==> config.mk <==
export PLATFORM = sky130hd
export DESIGN_NAME = binary_min_heap_queue
export DESIGN_NICKNAME = d
export VERILOG_FILES = /design/src/hw/rtl/bmhq_pkg.sv /design/src/hw/rtl/bmhq_ram.sv /design/src/hw/rtl/bmhq_ctrl.sv /design/src/hw/rtl/bmhq_dp.sv /design/src/hw/rtl/binary_min_heap_queue.sv
export SDC_FILE = /design/constraint.sdc
export NUM_CORES = 2
export LEC_CHECK = 0
export ABC_AREA = 1
export BUFFER_PORTS_ARGS = -buffer_cell sky130_fd_sc_hd__buf_2
export CORE_MARGIN = 2
export CORE_UTILIZATION = 30
export CTS_CLUSTER_DIAMETER = 100
export DETAILED_ROUTE_END_ITERATION = 8
export HOLD_SLACK_MARGIN = 0.06
export PLACE_DENSITY = 0.5
export SLEW_MARGIN = 20
export SYNTH_ARGS = -nofsm -noshare
export SYNTH_HDL_FRONTEND = slang
export SYNTH_SLANG_ARGS = --single-unit
==> constraint.sdc <==
create_clock -name clk -period 5.98 [get_ports clk]
set_clock_uncertainty 0.05 [all_clocks]
set_input_delay 0.598 -clock clk [delete_from_list [all_inputs] [get_ports clk]]
set_output_delay 0.598 -clock clk [all_outputs]
set_load 0.02 [all_outputs]
==> src/hw/rtl/bmhq_pkg.sv <==
`timescale 1ns / 1ps

package bmhq_pkg;

    localparam int KEY_BITS   = 32;
    localparam int ID_BITS    = 16;
    localparam int HEAP_DEPTH = 64;
    localparam int FILL_BITS  = 7;
    localparam int ADDR_BITS  = $clog2(HEAP_DEPTH);
    localparam int CNT_BITS   = $clog2(HEAP_DEPTH + 1);

    typedef enum logic {
        OP_INSERT = 1'b0,
        OP_POP    = 1'b1
    } op_t;

    typedef enum logic [1:0] {
        ST_INSERTED  = 2'd0,
        ST_POPPED    = 2'd1,
        ST_POP_EMPTY = 2'd2,
        ST_INS_FULL  = 2'd3
    } status_t;

    typedef struct packed {
        op_t                 opcode;
        logic [KEY_BITS-1:0] item_key;
        logic [ID_BITS-1:0]  item_id;
    } req_t;

    typedef struct packed {
        logic [KEY_BITS-1:0]  popped_key;
        logic [ID_BITS-1:0]   popped_id;
        status_t              status;
        logic [FILL_BITS-1:0] fill_count;
    } rsp_t;

    typedef struct packed {
        logic [KEY_BITS-1:0] key;
        logic [ID_BITS-1:0]  id;
    } entry_t;

    // commands from the controller to the datapath
    typedef struct packed {
        logic start;
        logic up_read;
        logic up_move;
        logic wr_moving;
        logic pop_root;
        logic pop_last;
        logic dn_read_left;
        logic dn_read_right;
        logic dn_move;
        logic load_out;
    } cmd_t;

    // status from the datapath to the controller
    typedef struct packed {
        logic req_pop;
        logic full;
        logic empty;
        logic hole_zero;
        logic cnt_zero;
        logic left_ok;
        logic up_swap;
        logic dn_swap;
    } stat_t;

endpackage

==> src/hw/rtl/bmhq_ram.sv <==
`timescale 1ns / 1ps

module bmhq_ram #(
    parameter int WIDTH = 8,
    parameter int DEPTH = 16
) (
    input  logic                     clk,
    input  logic                     we,
    input  logic [$clog2(DEPTH)-1:0] waddr,
    input  logic [WIDTH-1:0]         wdata,
    input  logic                     re,
    input  logic [$clog2(DEPTH)-1:0] raddr,
    output logic [WIDTH-1:0]         rdata
);

    logic [WIDTH-1:0] mem_reg [DEPTH];
    logic [WIDTH-1:0] rdata_reg;

    always_ff @(posedge clk)
    begin
        if (we)
        begin
            mem_reg[waddr] <= wdata;
        end
        if (re)
        begin
            rdata_reg <= mem_reg[raddr];
        end
    end

    assign rdata = rdata_reg;

endmodule

==> src/hw/rtl/bmhq_ctrl.sv <==
`timescale 1ns / 1ps

module bmhq_ctrl import bmhq_pkg::*; (
    input  logic  clk,
    input  logic  rst_n,
    input  logic  req_valid,
    output logic  req_ready,
    output logic  rsp_valid,
    input  logic  rsp_ready,
    input  stat_t stat,
    output cmd_t  cmd
);

    typedef enum logic [8:0] {
        S_IDLE     = 9'b000000001,
        S_UP_RD    = 9'b000000010,
        S_UP_CMP   = 9'b000000100,
        S_POP_ROOT = 9'b000001000,
        S_POP_LAST = 9'b000010000,
        S_DN_RDL   = 9'b000100000,
        S_DN_RDR   = 9'b001000000,
        S_DN_CMP   = 9'b010000000,
        S_FIN      = 9'b100000000
    } state_t;

    state_t state_reg;
    state_t state_next;
    logic   out_valid_reg;
    logic   out_valid_next;
    logic   out_free;

    assign req_ready = (state_reg == S_IDLE);
    assign rsp_valid = out_valid_reg;
    assign out_free  = !out_valid_reg || rsp_ready;

    always_comb
    begin
        state_next = state_reg;
        cmd        = '0;
        unique case (state_reg)
            S_IDLE:
            begin
                if (req_valid)
                begin
                    cmd.start = 1'b1;
                    if (stat.req_pop)
                    begin
                        state_next = stat.empty ? S_FIN : S_POP_ROOT;
                    end
                    else
                    begin
                        state_next = stat.full ? S_FIN : S_UP_RD;
                    end
                end
            end
            S_UP_RD:
            begin
                if (stat.hole_zero)
                begin
                    cmd.wr_moving = 1'b1;
                    state_next    = S_FIN;
                end
                else
                begin
                    cmd.up_read = 1'b1;
                    state_next  = S_UP_CMP;
                end
            end
            S_UP_CMP:
            begin
                if (stat.up_swap)
                begin
                    cmd.up_move = 1'b1;
                    state_next  = S_UP_RD;
                end
                else
                begin
                    cmd.wr_moving = 1'b1;
                    state_next    = S_FIN;
                end
            end
            S_POP_ROOT:
            begin
                cmd.pop_root = 1'b1;
                state_next   = S_POP_LAST;
            end
            S_POP_LAST:
            begin
                cmd.pop_last = 1'b1;
                state_next   = stat.cnt_zero ? S_FIN : S_DN_RDL;
            end
            S_DN_RDL:
            begin
                if (stat.left_ok)
                begin
                    cmd.dn_read_left = 1'b1;
                    state_next       = S_DN_RDR;
                end
                else
                begin
                    cmd.wr_moving = 1'b1;
                    state_next    = S_FIN;
                end
            end
            S_DN_RDR:
            begin
                cmd.dn_read_right = 1'b1;
                state_next        = S_DN_CMP;
            end
            S_DN_CMP:
            begin
                if (stat.dn_swap)
                begin
                    cmd.dn_move = 1'b1;
                    state_next  = S_DN_RDL;
                end
                else
                begin
                    cmd.wr_moving = 1'b1;
                    state_next    = S_FIN;
                end
            end
            S_FIN:
            begin
                if (out_free)
                begin
                    cmd.load_out = 1'b1;
                    state_next   = S_IDLE;
                end
            end
            default:
            begin
                state_next = S_IDLE;
            end
        endcase
    end

    always_comb
    begin
        out_valid_next = out_valid_reg;
        if (cmd.load_out)
        begin
            out_valid_next = 1'b1;
        end
        else if (rsp_ready)
        begin
            out_valid_next = 1'b0;
        end
    end

    always_ff @(posedge clk or negedge rst_n)
    begin
        if (!rst_n)
        begin
            state_reg     <= S_IDLE;
            out_valid_reg <= 1'b0;
        end
        else
        begin
            state_reg     <= state_next;
            out_valid_reg <= out_valid_next;
        end
    end

endmodule

==> src/hw/rtl/bmhq_dp.sv <==
`timescale 1ns / 1ps

module bmhq_dp import bmhq_pkg::*; (
    input  logic  clk,
    input  logic  rst_n,
    input  req_t  req,
    output rsp_t  rsp,
    input  cmd_t  cmd,
    output stat_t stat
);

    localparam int AW = ADDR_BITS;

    logic [CNT_BITS-1:0] count_reg;
    logic [CNT_BITS-1:0] count_next;
    logic [AW-1:0]       hole_reg;
    logic [AW-1:0]       hole_next;
    entry_t              moving_reg;
    entry_t              moving_next;
    entry_t              child_reg;
    logic [AW-1:0]       child_idx_reg;
    logic [KEY_BITS-1:0] res_key_reg;
    logic [ID_BITS-1:0]  res_id_reg;
    status_t             res_status_reg;
    rsp_t                out_reg;

    logic                ram_we;
    logic [AW-1:0]       ram_waddr;
    entry_t              ram_wdata;
    logic                ram_re;
    logic [AW-1:0]       ram_raddr;
    entry_t              ram_rdata;

    logic [AW-1:0]       hole_m1;
    logic [AW-1:0]       parent_idx;
    logic [AW+1:0]       left_w;
    logic [AW+1:0]       right_w;
    logic [AW+1:0]       count_w;
    logic                right_ok;
    logic                sel_right;
    entry_t              cand;
    logic [AW-1:0]       cand_idx;

    bmhq_ram #(
        .WIDTH($bits(entry_t)),
        .DEPTH(HEAP_DEPTH)
    ) u_store (
        .clk  (clk),
        .we   (ram_we),
        .waddr(ram_waddr),
        .wdata(ram_wdata),
        .re   (ram_re),
        .raddr(ram_raddr),
        .rdata(ram_rdata)
    );

    // slot index arithmetic
    assign hole_m1    = hole_reg - 1'b1;
    assign parent_idx = hole_m1 >> 1;
    assign left_w     = {1'b0, hole_reg, 1'b1};
    assign right_w    = left_w + 1'b1;
    assign count_w    = (AW + 2)'(count_reg);
    assign right_ok   = (right_w < count_w);

    // smaller child, left one on a tie
    assign sel_right = right_ok && (ram_rdata.key < child_reg.key);
    assign cand      = sel_right ? ram_rdata : child_reg;
    assign cand_idx  = sel_right ? right_w[AW-1:0] : child_idx_reg;

    assign stat.req_pop   = (req.opcode == OP_POP);
    assign stat.full      = (count_reg == CNT_BITS'(HEAP_DEPTH));
    assign stat.empty     = (count_reg == '0);
    assign stat.hole_zero = (hole_reg == '0);
    assign stat.cnt_zero  = (count_reg == '0);
    assign stat.left_ok   = (left_w < count_w);
    assign stat.up_swap   = (moving_reg.key < ram_rdata.key);
    assign stat.dn_swap   = (cand.key < moving_reg.key);

    always_comb
    begin
        ram_we    = 1'b0;
        ram_waddr = hole_reg;
        ram_wdata = moving_reg;
        if (cmd.up_move)
        begin
            ram_we    = 1'b1;
            ram_wdata = ram_rdata;
        end
        else if (cmd.dn_move)
        begin
            ram_we    = 1'b1;
            ram_wdata = cand;
        end
        else if (cmd.wr_moving)
        begin
            ram_we = 1'b1;
        end
    end

    always_comb
    begin
        ram_re    = 1'b0;
        ram_raddr = '0;
        if (cmd.start && stat.req_pop)
        begin
            ram_re = 1'b1;
        end
        else if (cmd.up_read)
        begin
            ram_re    = 1'b1;
            ram_raddr = parent_idx;
        end
        else if (cmd.pop_root)
        begin
            // count already holds the index of the last entry
            ram_re    = 1'b1;
            ram_raddr = count_reg[AW-1:0];
        end
        else if (cmd.dn_read_left)
        begin
            ram_re    = 1'b1;
            ram_raddr = left_w[AW-1:0];
        end
        else if (cmd.dn_read_right)
        begin
            ram_re    = 1'b1;
            ram_raddr = right_w[AW-1:0];
        end
    end

    always_comb
    begin
        count_next  = count_reg;
        hole_next   = hole_reg;
        moving_next = moving_reg;
        if (cmd.start)
        begin
            if (stat.req_pop && !stat.empty)
            begin
                count_next = count_reg - 1'b1;
            end
            else if (!stat.req_pop && !stat.full)
            begin
                count_next     = count_reg + 1'b1;
                hole_next      = count_reg[AW-1:0];
                moving_next.key = req.item_key;
                moving_next.id  = req.item_id;
            end
        end
        else if (cmd.up_move)
        begin
            hole_next = parent_idx;
        end
        else if (cmd.pop_last)
        begin
            hole_next   = '0;
            moving_next = ram_rdata;
        end
        else if (cmd.dn_move)
        begin
            hole_next = cand_idx;
        end
    end

    always_ff @(posedge clk or negedge rst_n)
    begin
        if (!rst_n)
        begin
            count_reg <= '0;
        end
        else
        begin
            count_reg <= count_next;
        end
    end

    always_ff @(posedge clk)
    begin
        hole_reg   <= hole_next;
        moving_reg <= moving_next;
        if (cmd.dn_read_right)
        begin
            child_reg     <= ram_rdata;
            child_idx_reg <= left_w[AW-1:0];
        end
        if (cmd.start)
        begin
            res_key_reg <= '0;
            res_id_reg  <= '0;
            if (stat.req_pop)
            begin
                res_status_reg <= stat.empty ? ST_POP_EMPTY : ST_POPPED;
            end
            else
            begin
                res_status_reg <= stat.full ? ST_INS_FULL : ST_INSERTED;
            end
        end
        else if (cmd.pop_root)
        begin
            res_key_reg <= ram_rdata.key;
            res_id_reg  <= ram_rdata.id;
        end
        if (cmd.load_out)
        begin
            out_reg.popped_key <= res_key_reg;
            out_reg.popped_id  <= res_id_reg;
            out_reg.status     <= res_status_reg;
            out_reg.fill_count <= FILL_BITS'(count_reg);
        end
    end

    assign rsp = out_reg;

    // the sift sequence never reads and writes the store in one cycle
    a_no_rw_overlap: assert property (@(posedge clk) disable iff (!rst_n)
        !(ram_we && ram_re))
        else $error("store read and written in the same cycle");

    a_count_bound: assert property (@(posedge clk) disable iff (!rst_n)
        count_reg <= CNT_BITS'(HEAP_DEPTH))
        else $error("entry count above heap depth");

    a_insert_count: assert property (@(posedge clk) disable iff (!rst_n)
        cmd.start && !stat.req_pop && !stat.full |=>
            count_reg == $past(count_reg) + 1'b1)
        else $error("insert did not grow the heap by one");

    a_pop_count: assert property (@(posedge clk) disable iff (!rst_n)
        cmd.start && stat.req_pop && !stat.empty |=>
            count_reg == $past(count_reg) - 1'b1)
        else $error("pop did not shrink the heap by one");

endmodule

==> src/hw/rtl/binary_min_heap_queue.sv <==
`timescale 1ns / 1ps

// Min-heap priority queue of (key, id) pairs held in one single-port-read RAM of
// HEAP_DEPTH entries. Each request either inserts a pair or pops the smallest key;
// every request gives exactly one response with a status and the fill count after
// the operation. Requests are taken one at a time. An insert climbs one level per
// step (read parent, compare and move) until a compare stops it or it reaches the
// root; a pop reads the root and then the last entry, then sinks one level per step
// (read left child, read right child, compare and move) until a compare stops it
// or the hole has no left child. A pop on empty or an insert on full goes straight
// to the response. The one RAM read port serialises these reads. The response
// sits in an output register, so the next request is taken while it waits to be
// transferred; a request finishing while that register still waits holds until
// it is free.

module binary_min_heap_queue import bmhq_pkg::*; (
    input  logic clk,
    input  logic rst_n,
    input  logic req_valid,
    output logic req_ready,
    input  req_t req,
    output logic rsp_valid,
    input  logic rsp_ready,
    output rsp_t rsp
);

    cmd_t  cmd;
    stat_t stat;

    bmhq_ctrl u_ctrl (
        .clk      (clk),
        .rst_n    (rst_n),
        .req_valid(req_valid),
        .req_ready(req_ready),
        .rsp_valid(rsp_valid),
        .rsp_ready(rsp_ready),
        .stat     (stat),
        .cmd      (cmd)
    );

    bmhq_dp u_dp (
        .clk  (clk),
        .rst_n(rst_n),
        .req  (req),
        .rsp  (rsp),
        .cmd  (cmd),
        .stat (stat)
    );

endmodule
Yosys cells after proc, flatten, opt, wreduce, memory -nomap -nowiden --
Memories as Yosys holds them, arrays and structs flattened. A register that Yosys moved wholly into a read port is not among the register bits. Index checks and enable logic that the tools add are counted.
Storage, ports and cells: register bits 231, memory bits (writable) 3072, bits of input ports 53, output and inout bits 59, word-level logic and storage cells 128, memories 1
Cells by class: add/sub/neg operators 4, $lt $le $gt $ge 5, equal/unequal tests 15, mux-type cells 68, reduce and logical (&&, ||, !) cells 19
Memory list:
- u_dp.u_store.mem_reg | depth 64, width 48, read ports 1, clocked after memory_dff 1, wr ports 1, RTL line bmhq_ram.sv:16 | logic [WIDTH-1:0] mem_reg [DEPTH];
Operator list (number):
- $mux 48 | 8
- $lt 32x32->1 | 3
- $mux 9 | 10
- $pmux 9 s9 | 1
- $mux 6 | 12
- $mux 1 | 31
- $mux 7 | 2
- $eq 9x1->1 const B | 1
- $eq 9x2->1 const B | 1
- $eq 9x3->1 const B | 1
- $eq 9x4->1 const B | 1
- $eq 9x5->1 const B | 1
- $eq 9x6->1 const B | 1
- $eq 9x7->1 const B | 1
- $eq 9x8->1 const B | 1
- $eq 9x9->1 const B | 1
- $add 7x1->8 const B | 1
- $lt 8x7->1 | 1
- $add 7x1->7 const B | 1
- $eq 7x7->1 const B | 1
- $logic_not 7->1 | 1
- $lt 7x7->1 | 1
- $sub 7x1->7 const B | 1
- $logic_not 6->1 | 1
- other kinds (13) | 27

Logic depth before layout (Yosys ltp) --
word-level depth 12, gate-level depth with buffers 35, mapped depth without buffers 30

Modules after synthesis --
A second synthesis with hierarchy kept.
Second synthesis, totals: cells, all modules 11492, area total of the unflattened synthesis 137758.4 um^2
By module, submodules not included:
- bmhq_ram | instances 1, cells an instance 10108, area an instance 124811.0 um^2, seq. area each 93689.9 um^2
- bmhq_dp | instances 1, cells an instance 1266, area an instance 12200.5 um^2, seq. area each 6120.9 um^2
- bmhq_ctrl | instances 1, cells an instance 118, area an instance 747.0 um^2, seq. area each 251.5 um^2

Worst setup path after synthesis --
Ideal clock, no wire load.
path type register -> register, start reg u_dp.hole_reg[0], end mem u_dp.u_store.mem_reg[10][0] (netlist bit) (enable), arrival time 6.036 ns, data required time 5.476 ns, slack -0.560 ns, stages on the path, launching flop included 31, buffers on the path 5, cells stage by stage edfxtp_1 buf_2 inv_1 nor2_1 clkbuf_1 a31oi_1 a21oi_1 ha_1 nor2_1 nand2_1 a21oi_1 nand2_1 nor2_1 nand2_1 nor2_2 nand2_2 clkbuf_1 clkbuf_1 nand2_1 o21ai_0 ha_1 nand4_1 nor3_1 nor4b_1 nand2_2 nand2_1 nand2_1 nand2_1 nor2_4 buf_2 nor2_1
On the way: longest elaborated chain between the ends 12, elaborated cells between the ends (all ways) 18, classes of those cells add/sub: 1; order compare: 3; mux: 12; reduce/logical: 2
Ends and longest elaborated chain:
- start: declaration | RTL line bmhq_dp.sv:16 | logic [AW-1:0] hole_reg;
- start signal: assignment | RTL line bmhq_dp.sv:179 | hole_reg <= hole_next;
- $add 7x1->8 | RTL line bmhq_dp.sv:61 | assign right_w = left_w + 1'b1;
- $lt 8x7->1 | RTL line bmhq_dp.sv:63 | assign right_ok = (right_w < count_w);
- $logic_and 1x1->1 | RTL line bmhq_dp.sv:66 | assign sel_right = right_ok && (ram_rdata.key < child_reg.key);
- $mux 48 | RTL line bmhq_dp.sv:67 | assign cand = sel_right ? ram_rdata : child_reg;
- $lt 32x32->1 | RTL line bmhq_dp.sv:77 | assign stat.dn_swap = (cand.key < moving_reg.key);
- $mux 1 | RTL line bmhq_ctrl.sv:112 | if (stat.dn_swap)
- $pmux 1 s4 | RTL line bmhq_ctrl.sv:40 | unique case (state_reg)
- $mux 1 | RTL line bmhq_dp.sv:94 | else if (cmd.wr_moving)
- $mux 1 | RTL line bmhq_dp.sv:89 | else if (cmd.dn_move)
- $mux 1 | RTL line bmhq_dp.sv:84 | if (cmd.up_move)
- $mux 1 | RTL line bmhq_ram.sv:21 | if (we)
- $mux 1 (implied by the code) | RTL line bmhq_ram.sv:23 | mem_reg[waddr] <= wdata;
- end: declaration | RTL line bmhq_ram.sv:16
Several ways; a longest one is shown, not always the timed one.

Worst setup path in the final report --
start reg u_dp.hole_reg[0], end mem u_dp.u_store.mem_reg[38][19] (netlist bit) (enable)
Same word-level chain as after synthesis.

==> flow_metrics.tcl <==
set metrics [dict create \
    wl_mm 446.3 \
    drv_cap 0 \
    final_util_pct 36.06 \
    overflow 0 \
    yosysWarnings 0 \
    p_clk_share_pct 29.2 \
    postRouteAntennaNets 0 \
    cts_tree "built" \
    startpoint "u_dp.hole_reg[0]" \
    netlist_instances 11803 \
    path_max_fanout 28 \
    required_ns 6.53 \
    worstMarginPinSlew_ns 1.129 \
    start_util_pct 30.15 \
    yosys.area.top_type "edfxtp_1" \
    grt.met1_usage_pct 27.39 \
    rows 251 \
    worstSetupPathType "register to register" \
    fin_cells 18841 \
    clkLatencyLatePin_ns 0.95 \
    core_um2 467600 \
    ys_top_cells_by_area "edfxtp_1, inv_1, nand2_1, nand3_1, o211ai_1" \
    dp.cells 18127 \
    grt_pass1_wl_mm 638.5 \
    numCtsBuffers 363 \
    yosysSeqAreaShare_pct 70.96 \
    dpl_worst_slack_ns 0.1885 \
    whs_ns 0.3705 \
    wl_per_cell_um 23.69 \
    grt_pass1_vias 86789 \
    htree_levels 5 \
    crit_arrival_ns 6.20 \
    critPathSlowestCell "edfxtp_1" \
    syn_area_um2 141000 \
    die_area_um2 475500 \
    track_usage_pct 18.22 \
    drtIter0Drc 10271 \
    hold_viol_final 0 \
    p_int_w 0.04952 \
    largest_reg_flops 3072 \
    vias 93099 \
    use_met2_pct 27.61 \
    drive_above_1_share_pct 12.20 \
    rsz0062_at_grt "no" \
    synth_cell_types 54 \
    path_clk_slew_ns 0.06 \
    postPlaceCellArea_um2 156500 \
    place_congestion 0.8482 \
    cts-root-buf "clkbuf_16" \
    crit_top_cell "nand2_1" \
    startpoint_type "register" \
    synth_top_area_share_pct 69.98 \
    ir_drop_mv 0.3461 \
    syn_avg_cell_area_um2 11.95 \
    fin_area_um2 168600 \
    p_leak_nw 60.43 \
    io_buffer_count 111 \
    die_w_um 689.6 \
    fill_cells 45381 \
    max_stage_delay_ns 0.41 \
    dp_hpwl_mm 286.5 \
    ys_ff_latch 3351 \
    slew_headroom_pct 24.65 \
    worstReg2RegStart "u_dp.hole_reg[0]" \
    firstDrtPassIters 9 \
    drc_errors 0 \
    io_pins 112 \
    p_per_area_nw_per_um2 447.9 \
    power_switching_w 0.02601 \
    synth-edff-count 3286 \
    clockBufferDepth 4 \
    fmax_ghz 0.1771 \
    pwr-share-seq_pct 40.1 \
    async_flop_share_pct 0.5073 \
    synth_ff_type "edfxtp_1" \
    min_path_type "register to register" \
    min_period_ns 5.647 \
    synthToLayoutAreaGrowth_pct 19.59 \
    multi_input_area_um2 31380 \
    grt_use_met3_pct 2.841 \
    min_from "u_dp.res_status_reg[1]" \
    syn_nets 11970 \
    final_nets 12521 \
    die_y_um 689.6 \
    critPathCaptureType "register" \
    cts_sinks 3351 \
    finalSetupViolCount 0 \
    grt_max_degree 166 \
    switching_share_pct 34.44 \
    busiest_layer "met2" \
    seq_area_um2 100100 \
    pwr-share-comb_pct 30.7 \
    vias_per_cell 4.941 \
    period_share_pct 94.43 \
    outcome "complete, no violations" \
    slew_viol_final 0 \
    worst_slack_ns 0.3329 \
    antenna_found_initial 28 \
]
## metrics by stage
step           total power (W)  setup TNS (ns)
3_3_place_gp           0.05368               0
2_1_floorplan          0.04149        -1688.44
6_report               0.07553               0
4_1_cts                0.07573               0
3_5_place_dp           0.05364               0
5_1_grt                0.07859               0
## cell type report
class,instances,share of cell area [%]
Multi-Input combinational cell,5928,18.61
Clock inverter,207,1.176
Sequential cell,3351,59.34
Antenna cell,8,0.01187
Clock buffer,439,5.619
Inverter,1779,3.979
Timing Repair Buffer,931,6.667
Tap cell,6198,4.599
## layout by cell type, fill, tap and decap left out, drive strengths merged, types with 4 or more instances in the layout
| cell | netlist | routed |
|---|---|---|
| edfxtp | 3286 | 3286 |
| inv | 1775 | 1791 |
| nand2 | 1585 | 1585 |
| nand3 | 1116 | 1116 |
| o21ai | 1068 | 1068 |
| buf | 434 | 877 |
| o211ai | 693 | 693 |
| a21oi | 563 | 563 |
| clkbuf | 311 | 439 |
| nor2 | 400 | 400 |
| a211oi | 178 | 178 |
| clkinv | 4 | 154 |
| ha | 113 | 113 |
| o22ai | 85 | 85 |
| nand4 | 57 | 57 |
| dlygate4sd3 | 0 | 54 |
| dfxtp | 48 | 48 |
| bufinv | 0 | 31 |
| nor3 | 18 | 18 |
| dfrtp | 16 | 16 |
| clkinvlp | 0 | 10 |
| nor4 | 9 | 9 |
| diode | 0 | 8 |
| xor2 | 6 | 6 |
| o221ai | 5 | 5 |
| a31oi | 4 | 4 |
## critical path: cells and delay by family (launching register included)
family | cells | cell delay, ns
flip-flops | 1 | 0.41
AND/OR/NAND/NOR | 13 | 1.49
adder cells (fa/ha/maj) | 3 | 0.91
buffers and inverters | 9 | 1.59
AO/OA/AOI/OAI | 4 | 0.75
## synthesized netlist by cell type, types with 57 or more instances
master,number
edfxtp_1,3286
inv_1,1764
nand2_1,1583
nand3_1,1113
o21ai_0,1026
o211ai_1,693
a21oi_1,563
nor2_1,391
clkbuf_1,311
buf_2,291
a211oi_1,178
ha_1,113
buf_4,91
o22ai_1,85
nand4_1,57
## final timing paths
| kind | cells past startpoint | to | slack [ns] |
|---|---|---|---|
| min in group asynchronous | 3 | u_dp.count_reg[3] | 0.57 |
| min reg2reg | 0 | u_dp.rsp[8] | 0.37 |
| max in group asynchronous | 4 | u_ctrl.state_reg[7] | 4.09 |
| max | 29 | u_dp.u_store.mem_reg[38][19] | 0.33 |
| max reg2reg | 29 | u_dp.u_store.mem_reg[38][19] | 0.33 |
| min | 0 | u_dp.rsp[8] | 0.37 |
## power by group through the flow
| stage | Sequential [W] | Combinational (W) | Clock [W] |
|---|---|---|---|
| global placement | 0.0307 | 0.0229 | 0 |
| global route | 0.0303 | 0.0249 | 0.0233 |
| floorplan | 0.0309 | 0.0106 | 0 |
| finish | 0.0303 | 0.0232 | 0.0220 |
| detailed placement | 0.0308 | 0.0229 | 0 |
| CTS | 0.0303 | 0.0230 | 0.0224 |
## timing repair
action                     4_1_cts  5_1_grt
gates resized for setup          0        2
hold buffers                    54        0
hold endpoints to repair        70        0
buffers inserted                 0        6
setup endpoints to repair        0      459
## metal layers
layer	vias to the layer above	share of wire, %
met5	-	0.0029
met4	2	2.1
li1	42887	-
met3	531	7.5
met2	3249	44
met1	46430	47
## logic make-up (layout without fill, tap and decap cells)
family	Yosys count	in the layout	share of synthesized area [%]
compound gates	2615	2615	10.96
other cells	0	8	0
simple gates	3191	3191	9.705
flops	3351	3351	70.96
buf+inv	2524	3356	7.304
xor+xnor	8	8	0.04969
fa+ha+maj	114	114	1.017
No activity file was read; power rests on OpenSTA's default activity.
